$ cat src/rtl/rpv_pkg.sv
package rpv_pkg;

    localparam int unsigned BYTE_W     = 8;
    localparam int unsigned LEN_W      = 16;
    localparam int unsigned POS_W      = 17;
    localparam int unsigned CNT_W      = 2;
    localparam int unsigned CFG_IDX_W  = 8;
    localparam int unsigned CFG_DATA_W = 16;

    localparam logic [POS_W-1:0]  POSITION_MAX = {POS_W{1'b1}};
    localparam logic [CNT_W-1:0]  CNT_MAX      = {CNT_W{1'b1}};
    localparam logic [BYTE_W-1:0] CTRL_LIMIT   = 8'h20;
    localparam logic [BYTE_W-1:0] DEL_BYTE     = 8'h7f;

    localparam logic [LEN_W-1:0] MAX_LENGTH_RST  = 16'd4096;
    localparam logic             REJECT_GLOB_RST = 1'b1;

    localparam logic [CFG_IDX_W-1:0] REG_MAX_LENGTH  = 8'd0;
    localparam logic [CFG_IDX_W-1:0] REG_REJECT_GLOB = 8'd1;

    typedef struct packed {
        logic [BYTE_W-1:0] char_byte;
        logic              has_byte;
        logic              last;
    } item_t;

    typedef struct packed {
        logic              valid;
        item_t             item;
    } stage_t;

    typedef struct packed {
        logic [LEN_W-1:0] max_length;
        logic             reject_glob;
    } cfg_t;

endpackage

$ cat src/rtl/rpv_ifs.sv
interface rpv_item_if;
    logic                           valid;
    logic                           ready;
    logic [rpv_pkg::BYTE_W-1:0]     char_byte;
    logic                           has_byte;
    logic                           last;

    modport source (output valid, output char_byte, output has_byte, output last,
                    input ready);
    modport sink   (input valid, input char_byte, input has_byte, input last,
                    output ready);
endinterface

interface rpv_result_if;
    logic valid;
    logic ready;
    logic path_ok;

    modport source (output valid, output path_ok, input ready);
    modport sink   (input valid, input path_ok, output ready);
endinterface

interface rpv_cfg_if;
    logic                              valid;
    logic                              ready;
    logic [rpv_pkg::CFG_IDX_W-1:0]     index;
    logic [rpv_pkg::CFG_DATA_W-1:0]    data;

    modport source (output valid, output index, output data, input ready);
    modport sink   (input valid, input index, input data, output ready);
endinterface

$ cat src/rtl/rpv_cfg_regs.sv
module rpv_cfg_regs
(
    input  logic          clk,
    input  logic          rst_n,
    rpv_cfg_if.sink       cfg,
    output rpv_pkg::cfg_t regs
);

    rpv_pkg::cfg_t regs_reg;

    assign cfg.ready = 1'b1;
    assign regs      = regs_reg;

    always_ff @(posedge clk or negedge rst_n)
    begin
        if (!rst_n)
        begin
            regs_reg.max_length  <= rpv_pkg::MAX_LENGTH_RST;
            regs_reg.reject_glob <= rpv_pkg::REJECT_GLOB_RST;
        end
        else if (cfg.valid)
        begin
            if (cfg.index == rpv_pkg::REG_MAX_LENGTH)
                regs_reg.max_length <= cfg.data[rpv_pkg::LEN_W-1:0];
            else if (cfg.index == rpv_pkg::REG_REJECT_GLOB)
                regs_reg.reject_glob <= cfg.data[0];
        end
    end

endmodule

$ cat src/rtl/rpv_in_stage.sv
module rpv_in_stage
(
    input  logic            clk,
    input  logic            rst_n,
    rpv_item_if.sink        item,
    input  logic            advance,
    output rpv_pkg::stage_t stage
);

    logic          valid_reg;
    rpv_pkg::item_t item_reg;
    logic          take;

    assign item.ready  = !valid_reg || advance;
    assign take        = item.valid && item.ready;
    assign stage.valid = valid_reg;
    assign stage.item  = item_reg;

    always_ff @(posedge clk or negedge rst_n)
    begin
        if (!rst_n)
            valid_reg <= 1'b0;
        else if (take)
            valid_reg <= 1'b1;
        else if (advance)
            valid_reg <= 1'b0;
    end

    always_ff @(posedge clk)
    begin
        if (take)
        begin
            item_reg.char_byte <= item.char_byte;
            item_reg.has_byte  <= item.has_byte;
            item_reg.last      <= item.last;
        end
    end

endmodule

$ cat src/rtl/rpv_check.sv
module rpv_check
(
    input  logic            clk,
    input  logic            rst_n,
    input  rpv_pkg::stage_t stage,
    input  rpv_pkg::cfg_t   regs,
    output logic            advance,
    rpv_result_if.source    result
);

    logic [rpv_pkg::POS_W-1:0] position_reg,  position_next;
    logic [rpv_pkg::CNT_W-1:0] seg_len_reg,   seg_len_next;
    logic [rpv_pkg::CNT_W-1:0] seg_dots_reg,  seg_dots_next;
    logic                      first_let_reg, first_let_next;
    logic                      failed_reg,    failed_next;
    logic                      out_valid_reg;
    logic                      path_ok_reg;

    logic [rpv_pkg::POS_W-1:0] pos_upd;
    logic [rpv_pkg::CNT_W-1:0] len_upd;
    logic [rpv_pkg::CNT_W-1:0] dots_upd;
    logic                      let_upd;
    logic                      fail_upd;
    logic                      ok;
    logic [rpv_pkg::BYTE_W-1:0] b;
    logic                      is_letter;
    logic                      is_glob;

    function automatic logic seg_bad(input logic [rpv_pkg::CNT_W-1:0] len,
                                     input logic [rpv_pkg::CNT_W-1:0] dots);
        return (len == 2'd0) || (len == 2'd1 && dots == 2'd1)
            || (len == 2'd2 && dots == 2'd2);
    endfunction

    assign advance        = stage.valid && (!out_valid_reg || result.ready);
    assign result.valid   = out_valid_reg;
    assign result.path_ok = path_ok_reg;

    assign b         = stage.item.char_byte;
    assign is_letter = (b >= "A" && b <= "Z") || (b >= "a" && b <= "z");
    assign is_glob   = b == "*" || b == "?" || b == "[" || b == "]"
                    || b == "{" || b == "}";

    always_comb
    begin
        pos_upd  = position_reg;
        len_upd  = seg_len_reg;
        dots_upd = seg_dots_reg;
        let_upd  = first_let_reg;
        fail_upd = failed_reg;
        if (stage.item.has_byte)
        begin
            if (position_reg == '0)
            begin
                if (b == "/" || b == "\\")
                    fail_upd = 1'b1;
                let_upd = is_letter;
            end
            else if (position_reg == rpv_pkg::POS_W'(1) && first_let_reg && b == ":")
                fail_upd = 1'b1;

            if (b == "/")
            begin
                if (seg_bad(seg_len_reg, seg_dots_reg))
                    fail_upd = 1'b1;
                len_upd  = '0;
                dots_upd = '0;
            end
            else
            begin
                if (b == "\\" || b < rpv_pkg::CTRL_LIMIT || b == rpv_pkg::DEL_BYTE)
                    fail_upd = 1'b1;
                if (seg_len_reg != rpv_pkg::CNT_MAX)
                    len_upd = seg_len_reg + 2'd1;
                if (b == "." && seg_dots_reg != rpv_pkg::CNT_MAX)
                    dots_upd = seg_dots_reg + 2'd1;
            end

            if (regs.reject_glob && is_glob)
                fail_upd = 1'b1;

            if (position_reg != rpv_pkg::POSITION_MAX)
                pos_upd = position_reg + rpv_pkg::POS_W'(1);
        end

        ok = !fail_upd && pos_upd != '0
          && pos_upd <= {1'b0, regs.max_length}
          && !seg_bad(len_upd, dots_upd);

        if (stage.item.last)
        begin
            position_next  = '0;
            seg_len_next   = '0;
            seg_dots_next  = '0;
            first_let_next = 1'b0;
            failed_next    = 1'b0;
        end
        else
        begin
            position_next  = pos_upd;
            seg_len_next   = len_upd;
            seg_dots_next  = dots_upd;
            first_let_next = let_upd;
            failed_next    = fail_upd;
        end
    end

    always_ff @(posedge clk or negedge rst_n)
    begin
        if (!rst_n)
        begin
            position_reg  <= '0;
            seg_len_reg   <= '0;
            seg_dots_reg  <= '0;
            first_let_reg <= 1'b0;
            failed_reg    <= 1'b0;
            out_valid_reg <= 1'b0;
        end
        else
        begin
            if (advance)
            begin
                position_reg  <= position_next;
                seg_len_reg   <= seg_len_next;
                seg_dots_reg  <= seg_dots_next;
                first_let_reg <= first_let_next;
                failed_reg    <= failed_next;
            end
            if (advance && stage.item.last)
                out_valid_reg <= 1'b1;
            else if (result.ready)
                out_valid_reg <= 1'b0;
        end
    end

    always_ff @(posedge clk)
    begin
        if (advance && stage.item.last)
            path_ok_reg <= ok;
    end

endmodule

$ cat src/rtl/relative_path_validator.sv
// Relative path validator.
// item:   one word per path byte (char_byte, has_byte, last). A word with
//         has_byte low adds no byte; last marks the final word.
// result: one word per string, path_ok, issued for every word with last set.
// cfg:    register writes, index 0 max_length, index 1 reject_glob; other
//         indexes are ignored. Always ready; write only while idle.
// Datapath: a last word goes through the input register, then the check
// logic into the result register.
// Throughput: one word per cycle while the result register is free or
// being taken, set by the state update of the check stage.
// Reset clears the per-string state and both valid flags, and loads
// max_length = 4096 and reject_glob = 1.
// When the result receiver stalls, the result register holds its word;
// the input register still takes one more word, then item.ready drops.
module relative_path_validator
(
    input  logic         clk,
    input  logic         rst_n,
    rpv_item_if.sink     item,
    rpv_result_if.source result,
    rpv_cfg_if.sink      cfg
);

    rpv_pkg::cfg_t   regs;
    rpv_pkg::stage_t stage;
    logic            advance;

    rpv_cfg_regs u_cfg
    (
        .clk   (clk),
        .rst_n (rst_n),
        .cfg   (cfg),
        .regs  (regs)
    );

    rpv_in_stage u_in
    (
        .clk     (clk),
        .rst_n   (rst_n),
        .item    (item),
        .advance (advance),
        .stage   (stage)
    );

    rpv_check u_check
    (
        .clk     (clk),
        .rst_n   (rst_n),
        .stage   (stage),
        .regs    (regs),
        .advance (advance),
        .result  (result)
    );

endmodule

$ cat src/flat_wrapper.sv
// flat-port wrapper written by rule: the top's interface ports become plain ports
module relative_path_validator_flat 
  (clk, rst_n, item_valid, item_char_byte, item_has_byte, item_last, item_ready, result_valid, result_path_ok, result_ready, cfg_valid, cfg_index, cfg_data, cfg_ready);
  rpv_item_if item_i ();
  rpv_result_if result_i ();
  rpv_cfg_if cfg_i ();
  input  logic clk;
  input  logic rst_n;
  input wire logic [$bits(item_i.valid)-1:0] item_valid;
  input wire logic [$bits(item_i.char_byte)-1:0] item_char_byte;
  input wire logic [$bits(item_i.has_byte)-1:0] item_has_byte;
  input wire logic [$bits(item_i.last)-1:0] item_last;
  output wire logic [$bits(item_i.ready)-1:0] item_ready;
  output wire logic [$bits(result_i.valid)-1:0] result_valid;
  output wire logic [$bits(result_i.path_ok)-1:0] result_path_ok;
  input wire logic [$bits(result_i.ready)-1:0] result_ready;
  input wire logic [$bits(cfg_i.valid)-1:0] cfg_valid;
  input wire logic [$bits(cfg_i.index)-1:0] cfg_index;
  input wire logic [$bits(cfg_i.data)-1:0] cfg_data;
  output wire logic [$bits(cfg_i.ready)-1:0] cfg_ready;
  assign item_i.valid = item_valid;
  assign item_i.char_byte = item_char_byte;
  assign item_i.has_byte = item_has_byte;
  assign item_i.last = item_last;
  assign item_ready = item_i.ready;
  assign result_valid = result_i.valid;
  assign result_path_ok = result_i.path_ok;
  assign result_i.ready = result_ready;
  assign cfg_i.valid = cfg_valid;
  assign cfg_i.index = cfg_index;
  assign cfg_i.data = cfg_data;
  assign cfg_ready = cfg_i.ready;
  relative_path_validator u_core (.clk(clk), .rst_n(rst_n), .item(item_i), .result(result_i), .cfg(cfg_i));
endmodule
$ cat config.mk
export PLATFORM = sky130hd
export DESIGN_NAME = relative_path_validator_flat
export DESIGN_NICKNAME = d
export VERILOG_FILES = /design/src/rtl/rpv_pkg.sv /design/src/rtl/rpv_ifs.sv /design/src/rtl/rpv_cfg_regs.sv /design/src/rtl/rpv_in_stage.sv /design/src/rtl/rpv_check.sv /design/src/rtl/relative_path_validator.sv /design/src/flat_wrapper.sv
export SDC_FILE = /design/constraint.sdc
export NUM_CORES = 1
export LEC_CHECK = 0
export BUFFER_PORTS_ARGS = -buffer_cell sky130_fd_sc_hd__buf_2
export CAP_MARGIN = 20
export CORE_ASPECT_RATIO = 1.4
export CORE_UTILIZATION = 63
export DETAILED_ROUTE_END_ITERATION = 12
export PLACE_DENSITY = 0.9
export RECOVER_POWER = 100
export SYNTH_ARGS = -nofsm -noshare
export SYNTH_HDL_FRONTEND = slang
export SYNTH_SLANG_ARGS = --single-unit
$ cat constraint.sdc
create_clock -name clk -period 8.44 [get_ports clk]
set_input_delay 1.688 -clock clk [delete_from_list [all_inputs] [get_ports clk]]
set_output_delay 1.688 -clock clk [all_outputs]
set_load 0.01 [all_outputs]
# ---- Word-level counts from Yosys, hierarchy flattened
# Index checks and enable logic that the tools add are counted.
dict set report op_classes {
  add_sub_neg 3
  order_cmp 6
  n_eq_ne 24
  n_mux 27
  bitwise_logic 1
  reduce_logical 47
}
# operator count
set ops {}
lappend ops {{2-to-1 mux 17 bit} 3}
lappend ops {{equality test 8 x 7 -> 1 bit, second input constant} 6}
lappend ops {{equality test 8 x 6 -> 1 bit, second input constant} 5}
lappend ops {{adder 17 x 1 -> 17 bit, second input constant} 1}
lappend ops {{equality test 17 x 1 -> 1 bit, second input constant} 1}
lappend ops {{less-or-equal comparator 17 x 16 -> 1 bit} 1}
lappend ops {{zero test 17 bit} 1}
lappend ops {{!= test 17 bit, second input constant} 1}
lappend ops {{nonzero test 17 bit} 1}
lappend ops {{greater-or-equal comparator 8 x 7 -> 1 bit, second input constant} 2}
lappend ops {{less-or-equal comparator 8 x 7 -> 1 bit, second input constant} 2}
lappend ops {{logical AND 1 bit} 16}
lappend ops {{2-to-1 mux 1 bit} 16}
lappend ops {{2-to-1 mux 2 bit} 8}
lappend ops {{logical OR 1 bit} 15}
lappend ops {{equality test 2 x 1 -> 1 bit, second input constant} 4}
lappend ops {{equality test 2 bit, second input constant} 4}
lappend ops {{equality test 8 x 1 -> 1 bit, second input constant} 1}
lappend ops {{zero test 8 bit} 1}
lappend ops {{less-than comparator 8 x 6 -> 1 bit, second input constant} 1}
lappend ops {{nonzero test 2 bit} 4}
lappend ops {{AND reduction 3 bit} 2}
lappend ops {{adder 2 x 1 -> 2 bit, second input constant} 2}
lappend ops {{zero test 1 bit} 4}
lappend ops {{other kinds (4)} 6}
dict set report word_totals {
  register_bits 53
  in_bits 39
  output_inout_bits 4
}

# ---- Logic depth before layout (Yosys ltp)
dict set report logic_depth {
  word_depth 13
  depth_mapped 15
  mapped_depth_nobuf 15
}

# ---- Hierarchy
# A second synthesis with hierarchy kept.
dict set report unflattened {
  cells_unflattened 364
  area_unflattened_um2 3485.8
}
# mod instances cells_per_inst area_per_inst_um2
set by_module_without_submodules {}
lappend by_module_without_submodules {rpv_check 1 307 2432.3}
lappend by_module_without_submodules {rpv_cfg_regs 1 42 691.9}
lappend by_module_without_submodules {rpv_in_stage 1 15 361.6}

# ---- Least setup slack after synthesis
# OpenSTA, ideal clock, no wires.
dict set report synth_timing {
  kind {input -> output}
  startpoint {input port result_ready}
  endpoint {output port item_ready}
  arrival_ps 1897
  t_required_ps 6752
  slack_ps 4855
  path_stages 1
  path_buffers 0
  cell_sequence {nand3b_1}
}
dict set report synth_between {
  elab_chain_cells 3
}
# element line
set synth_lines {}
lappend synth_lines {{start: declaration} flat_wrapper.sv:16} ;# input wire logic [$bits(result_i.ready)-1:0] result_ready;
lappend synth_lines {{logical OR 1 bit} rpv_check.sv:35} ;# assign advance = stage.valid && (!out_valid_reg || result.ready);
lappend synth_lines {{logical AND 1 bit} rpv_check.sv:35}
lappend synth_lines {{logical OR 1 bit} rpv_in_stage.sv:14} ;# assign item.ready = !valid_reg || advance;
lappend synth_lines {{end: declaration} flat_wrapper.sv:13} ;# output wire logic [$bits(item_i.ready)-1:0] item_ready;
# No other way between the ends.

# ---- Final worst setup path
dict set report layout_timing {
  startpoint {register u_core.u_check.position_reg[0] (netlist bit)}
  endpoint {register u_core.u_check.path_ok_reg, in the netlist u_core.u_check.result.path_ok (data pin)}
}
dict set report layout_between {
  elab_chain_cells 13
}
# element line
set layout_lines {}
lappend layout_lines {{start: declaration} rpv_check.sv:11} ;# logic [rpv_pkg::POS_W-1:0] position_reg, position_next;
lappend layout_lines {{start signal: assignment} rpv_check.sv:123} ;# position_reg <= position_next;
lappend layout_lines {{branches (longest 11 deep; another with adder 17 x 1 -> 17 bit)} --}
lappend layout_lines {{logical AND 1 bit *} rpv_check.sv:87} ;# && pos_upd <= {1'b0, regs.max_length}
lappend layout_lines {{logical AND 1 bit *} rpv_check.sv:88} ;# && !seg_bad(len_upd, dots_upd);
lappend layout_lines {{net u_core.u_check.ok} rpv_check.sv:24} ;# logic ok;
lappend layout_lines {{end signal: assignment} rpv_check.sv:139} ;# path_ok_reg <= ok;
lappend layout_lines {{end: declaration} rpv_check.sv:17} ;# logic path_ok_reg;
# Mark *: on every way through the listed nets, which the timed path passes.
# A chain may end at the register's enable or synchronous reset.

==> reports/summary.txt <==
STATUS
----------------------------------------------------------------------------------
Status                                                                finished with violations
Violated checks                                                       capacitance limit, slew limit

ROUTING
----------------------------------------------------------------------------------
Routed wire length                                                         7466 um
Vias after detailed routing                                                   2925
Post-route DRC                                                                   0
Wire per inst                                                             15.55 um
Antenna-violating nets left                                                      0
Count of TritonRoute iterations in the first routing pass                        4
DRC marker count from the first detailed-route iteration                       144
Vias per std cell                                                            6.094

SYNTH
----------------------------------------------------------------------------------
Simple-gate portion of the synthesized area                                 0.2310
Post-synthesis average cell area                                         8.947 um2
Cell with the most instances after synthesis                          sky130_fd_sc_hd__nand2_1
Post-Synth XOR/XNOR Area                                                   0.04471
Yosys reg bits                                                                  53
Dominant combinational cell family by area after synthesis            simple AND/OR/NAND/NOR gates
Top cells by count, synth                                             45 x sky130_fd_sc_hd__nand2_1, 40 x sky130_fd_sc_hd__dfrtp_1, 36 x sky130_fd_sc_hd__o21ai_0
Share of the synthesized area in compound gates (AO/OA/AOI/OAI)             0.1688
Post-synthesis adder-cell area fraction                                    0.07868
Distinct cell type count after synthesis                                        61
Mapped cell area                                                          3498 um2
Area contributors post-synth                                          sky130_fd_sc_hd__dfrtp_1 29%, sky130_fd_sc_hd__edfxtp_1 9.4%, sky130_fd_sc_hd__ha_1 7.9%
Synthesized instance count                                                     391
Synth async-reset ratio                                                     0.7925
Mux contribution to synthesized area                                       0.01216
Post-synth top flop                                                   sky130_fd_sc_hd__dfrtp_1
Sequential-to-total area share from yosys stat                              0.3956
Post-synth net total                                                           452
Library cell occupying the most area in the post-synthesis netlist    sky130_fd_sc_hd__dfrtp_1
YS warnings                                                                      0
Share of Yosys cell area claimed by the top area cell type                  0.2861
Number of synthesized flops with an enable pin                                  11

PLACEMENT
----------------------------------------------------------------------------------
Gp weighted congestion                                                      0.9655
Estimated wirelength of the detail-placed design                           5680 um
Count of buffers from port buffering                                            41
Cell Count Post-Placement                                                      472

CLOCK NETWORK
----------------------------------------------------------------------------------
Clk pin slew, worst setup/hold paths                                         90 ps
Buffers inserted during post-CTS setup optimization                              0
Clock sink count                                                                53
Hold buffer count at cts                                                         0
Latest clock arrival within the worst-skew pair                             310 ps
Htree depth                                                                      2
Max clock buf depth                                                              2
Root buf cell                                                         sky130_fd_sc_hd__clkbuf_8
Cells resized by post-CTS repair                                                 0
Clock tree from TritonCTS                                                      yes
TritonCTS Buffers                                                                5

FLOORPLANNING
----------------------------------------------------------------------------------
Placeable core region                                                     5275 um2
Initial cell density of the core                                            0.6632
Ports placed on the boundary                                                    43
Area of the die                                                           5859 um2
Die Ht                                                                    90.17 um
Placement Rows                                                                  31
Die outline width                                                         64.98 um

CRITICAL PATH
----------------------------------------------------------------------------------
Critical path's slowest cell                                          sky130_fd_sc_hd__nor2b_1
Family of cells with the greatest summed delay on the critical path   simple AND/OR/NAND/NOR gates
Top cell by count, worst path                                         sky130_fd_sc_hd__nand4_1
Worst path max stage delay                                                  590 ps
Worst setup path category                                             flop to flop
Highest fanout seen on the critical path                                        10
Crit path buf inv count                                                          0
Cell Chain, Critical Path                                             ha_1 > nand4_1 > and4bb_4 > nor2b_1 > nand4_1 > xnor2_1 > ha_1 > nand4_1 > nor3_1 > o31ai_1 > nand4_1 > a211oi_1 > nand4_1 > a31oi_1
Critical path capture point type                                              flop
Type of origin of the critical path                                           flop
Slack of the worst reg-to-reg path                                         4560 ps
Critical path required time                                                8600 ps
Crit path arrival time                                                     4040 ps

CELLS AND AREA
----------------------------------------------------------------------------------
Number of filler cells placed in the layout                                    415
Number of diodes added for antenna fixing                                        0
Final Util                                                                  0.7080
Total Nets Final                                                               474
Combined area of the multi-input logic cells                              1871 um2
Post-route insts no fill                                                       480
P&R area growth vs syn                                                      6.760%
Combined flip-flop and latch cell area                                    1384 um2
Fraction of layout cells with a size suffix above 1                         0.1377

STA
----------------------------------------------------------------------------------
Slew of the pin with the lowest slew margin                                2245 ps
Final cycle utilization of the critical path                                0.4601
Worst clock skew                                                          10.81 ps
Hold Worst Slack                                                          523.1 ps
Max-slew violation count                                                        43
Maximum operating frequency                                             0.2575 GHz
Number of hold-slack violations in the final timing report                       0
Final Critical Period                                                      3883 ps
Final setup violation count                                                      0
Sum Neg Setup Slack                                                           0 ps
RSZ-0062 raised after global routing                                            no
Normalized max-slew margin                                                 -0.4965

POWER
----------------------------------------------------------------------------------
Leakage power figure                                                      1.668 nW
Maximum VDD drop                                                         0.1115 mV
PwrDens                                                               147.0 nW/um2

GLOBAL ROUTING
----------------------------------------------------------------------------------
Combined global-route utilization of all metal layers                       0.2739
First-pass GRT wire length                                                12460 um
Maximum number of pins on one net before global-route repair                    43
Number of global-route vias before repair                                     2760
Antenna violations before repair                                                 0
Overflow left after global routing                                               0

RUN
----------------------------------------------------------------------------------
Max-capacitance violation count                                                  1

HOLD PATH
----------------------------------------------------------------------------------
Worst min-delay path category                                         flop to flop

-- metal layers --
metal | share of wire | wire length, um | track usage | vias to the layer above
met5 | 0 | 0 | 0 | -
met4 | 0.026 | 191 | 0.1148 | 0
met3 | 0.041 | 309 | 0.03553 | 20
met2 | 0.54 | 4047 | 0.5009 | 88
met1 | 0.39 | 2917 | 0.3073 | 1375
li1 | - | - | - | 1442
-- stage by stage --
stage | total power [mW] | setup slack, ps | instance area [um2]
6_report | 0.5489 | 4557 | 3735
3_3_place_gp | 0.4025 | 4650 | 3661
3_5_place_dp | 0.4075 | 4629 | 3661
5_1_grt | 0.5787 | 4165 | 3735
4_1_cts | 0.5532 | 4629 | 3751
2_1_floorplan | 0.3731 | 4855 | 3498
-- worst min-delay path, cell delays in order (launching register included) --
cell and delay, ps:
sky130_fd_sc_hd__dfstp_2 370, sky130_fd_sc_hd__inv_1 60, sky130_fd_sc_hd__o21ai_0 90
-- path summary, 6_finish.rpt --
| check | from | end | cells past startpoint |
|---|---|---|---|
| max reg2reg | u_core.u_check.position_reg[0]$_DFFE_PN0P_ | u_core.u_check.result.path_ok$_DFFE_PP_ | 14 |
| min reg2reg | u_core.u_cfg.regs[13]$_DFFE_PN1P_ | u_core.u_cfg.regs[13]$_DFFE_PN1P_ | 2 |
| min in group asynchronous | rst_n | u_core.u_check.position_reg[3]$_DFFE_PN0P_ | 1 |
| min | u_core.u_cfg.regs[13]$_DFFE_PN1P_ | u_core.u_cfg.regs[13]$_DFFE_PN1P_ | 2 |
| max in group asynchronous | rst_n | u_core.u_check.position_reg[8]$_DFFE_PN0P_ | 1 |
| max | u_core.u_check.position_reg[0]$_DFFE_PN0P_ | u_core.u_check.result.path_ok$_DFFE_PP_ | 14 |
-- area by class of cell --
type | instances | area share
Multi-Input combinational cell | 283 | 0.5008
Sequential cell | 53 | 0.3705
Timing Repair Buffer | 42 | 0.05427
Inverter | 28 | 0.02814
Clock buffer | 8 | 0.02412
Tap cell | 66 | 0.02211
-- kinds of logic after synthesis --
| group | count (synthesis) |
|---|---|
| other cells | 1 |
| buf+inv | 55 |
| simple gates | 144 |
| fa+ha+maj | 22 |
| compound gates | 95 |
| mux | 4 |
| flops | 53 |
| xor+xnor | 17 |
-- placed cells by master, fill, tap and decap left out, drive strengths merged, types with 8 or more instances in the layout --
cell and count:
nor2 23, nor3 10, clkbuf 14, nand2 45, a21oi 18, nand3 8, inv 28, edfxtp 11
o21ai 37, a22o 9, xnor2 12, ha 22, buf 36, dfrtp 40, nand4 14
-- report_power, final --
group	switching [mW]	internal, mW
Combinational	0.0557	0.0388
Clock	0.0793	0.0670
Sequential	0.0255	0.283
(Power assumes the default switching activity.)
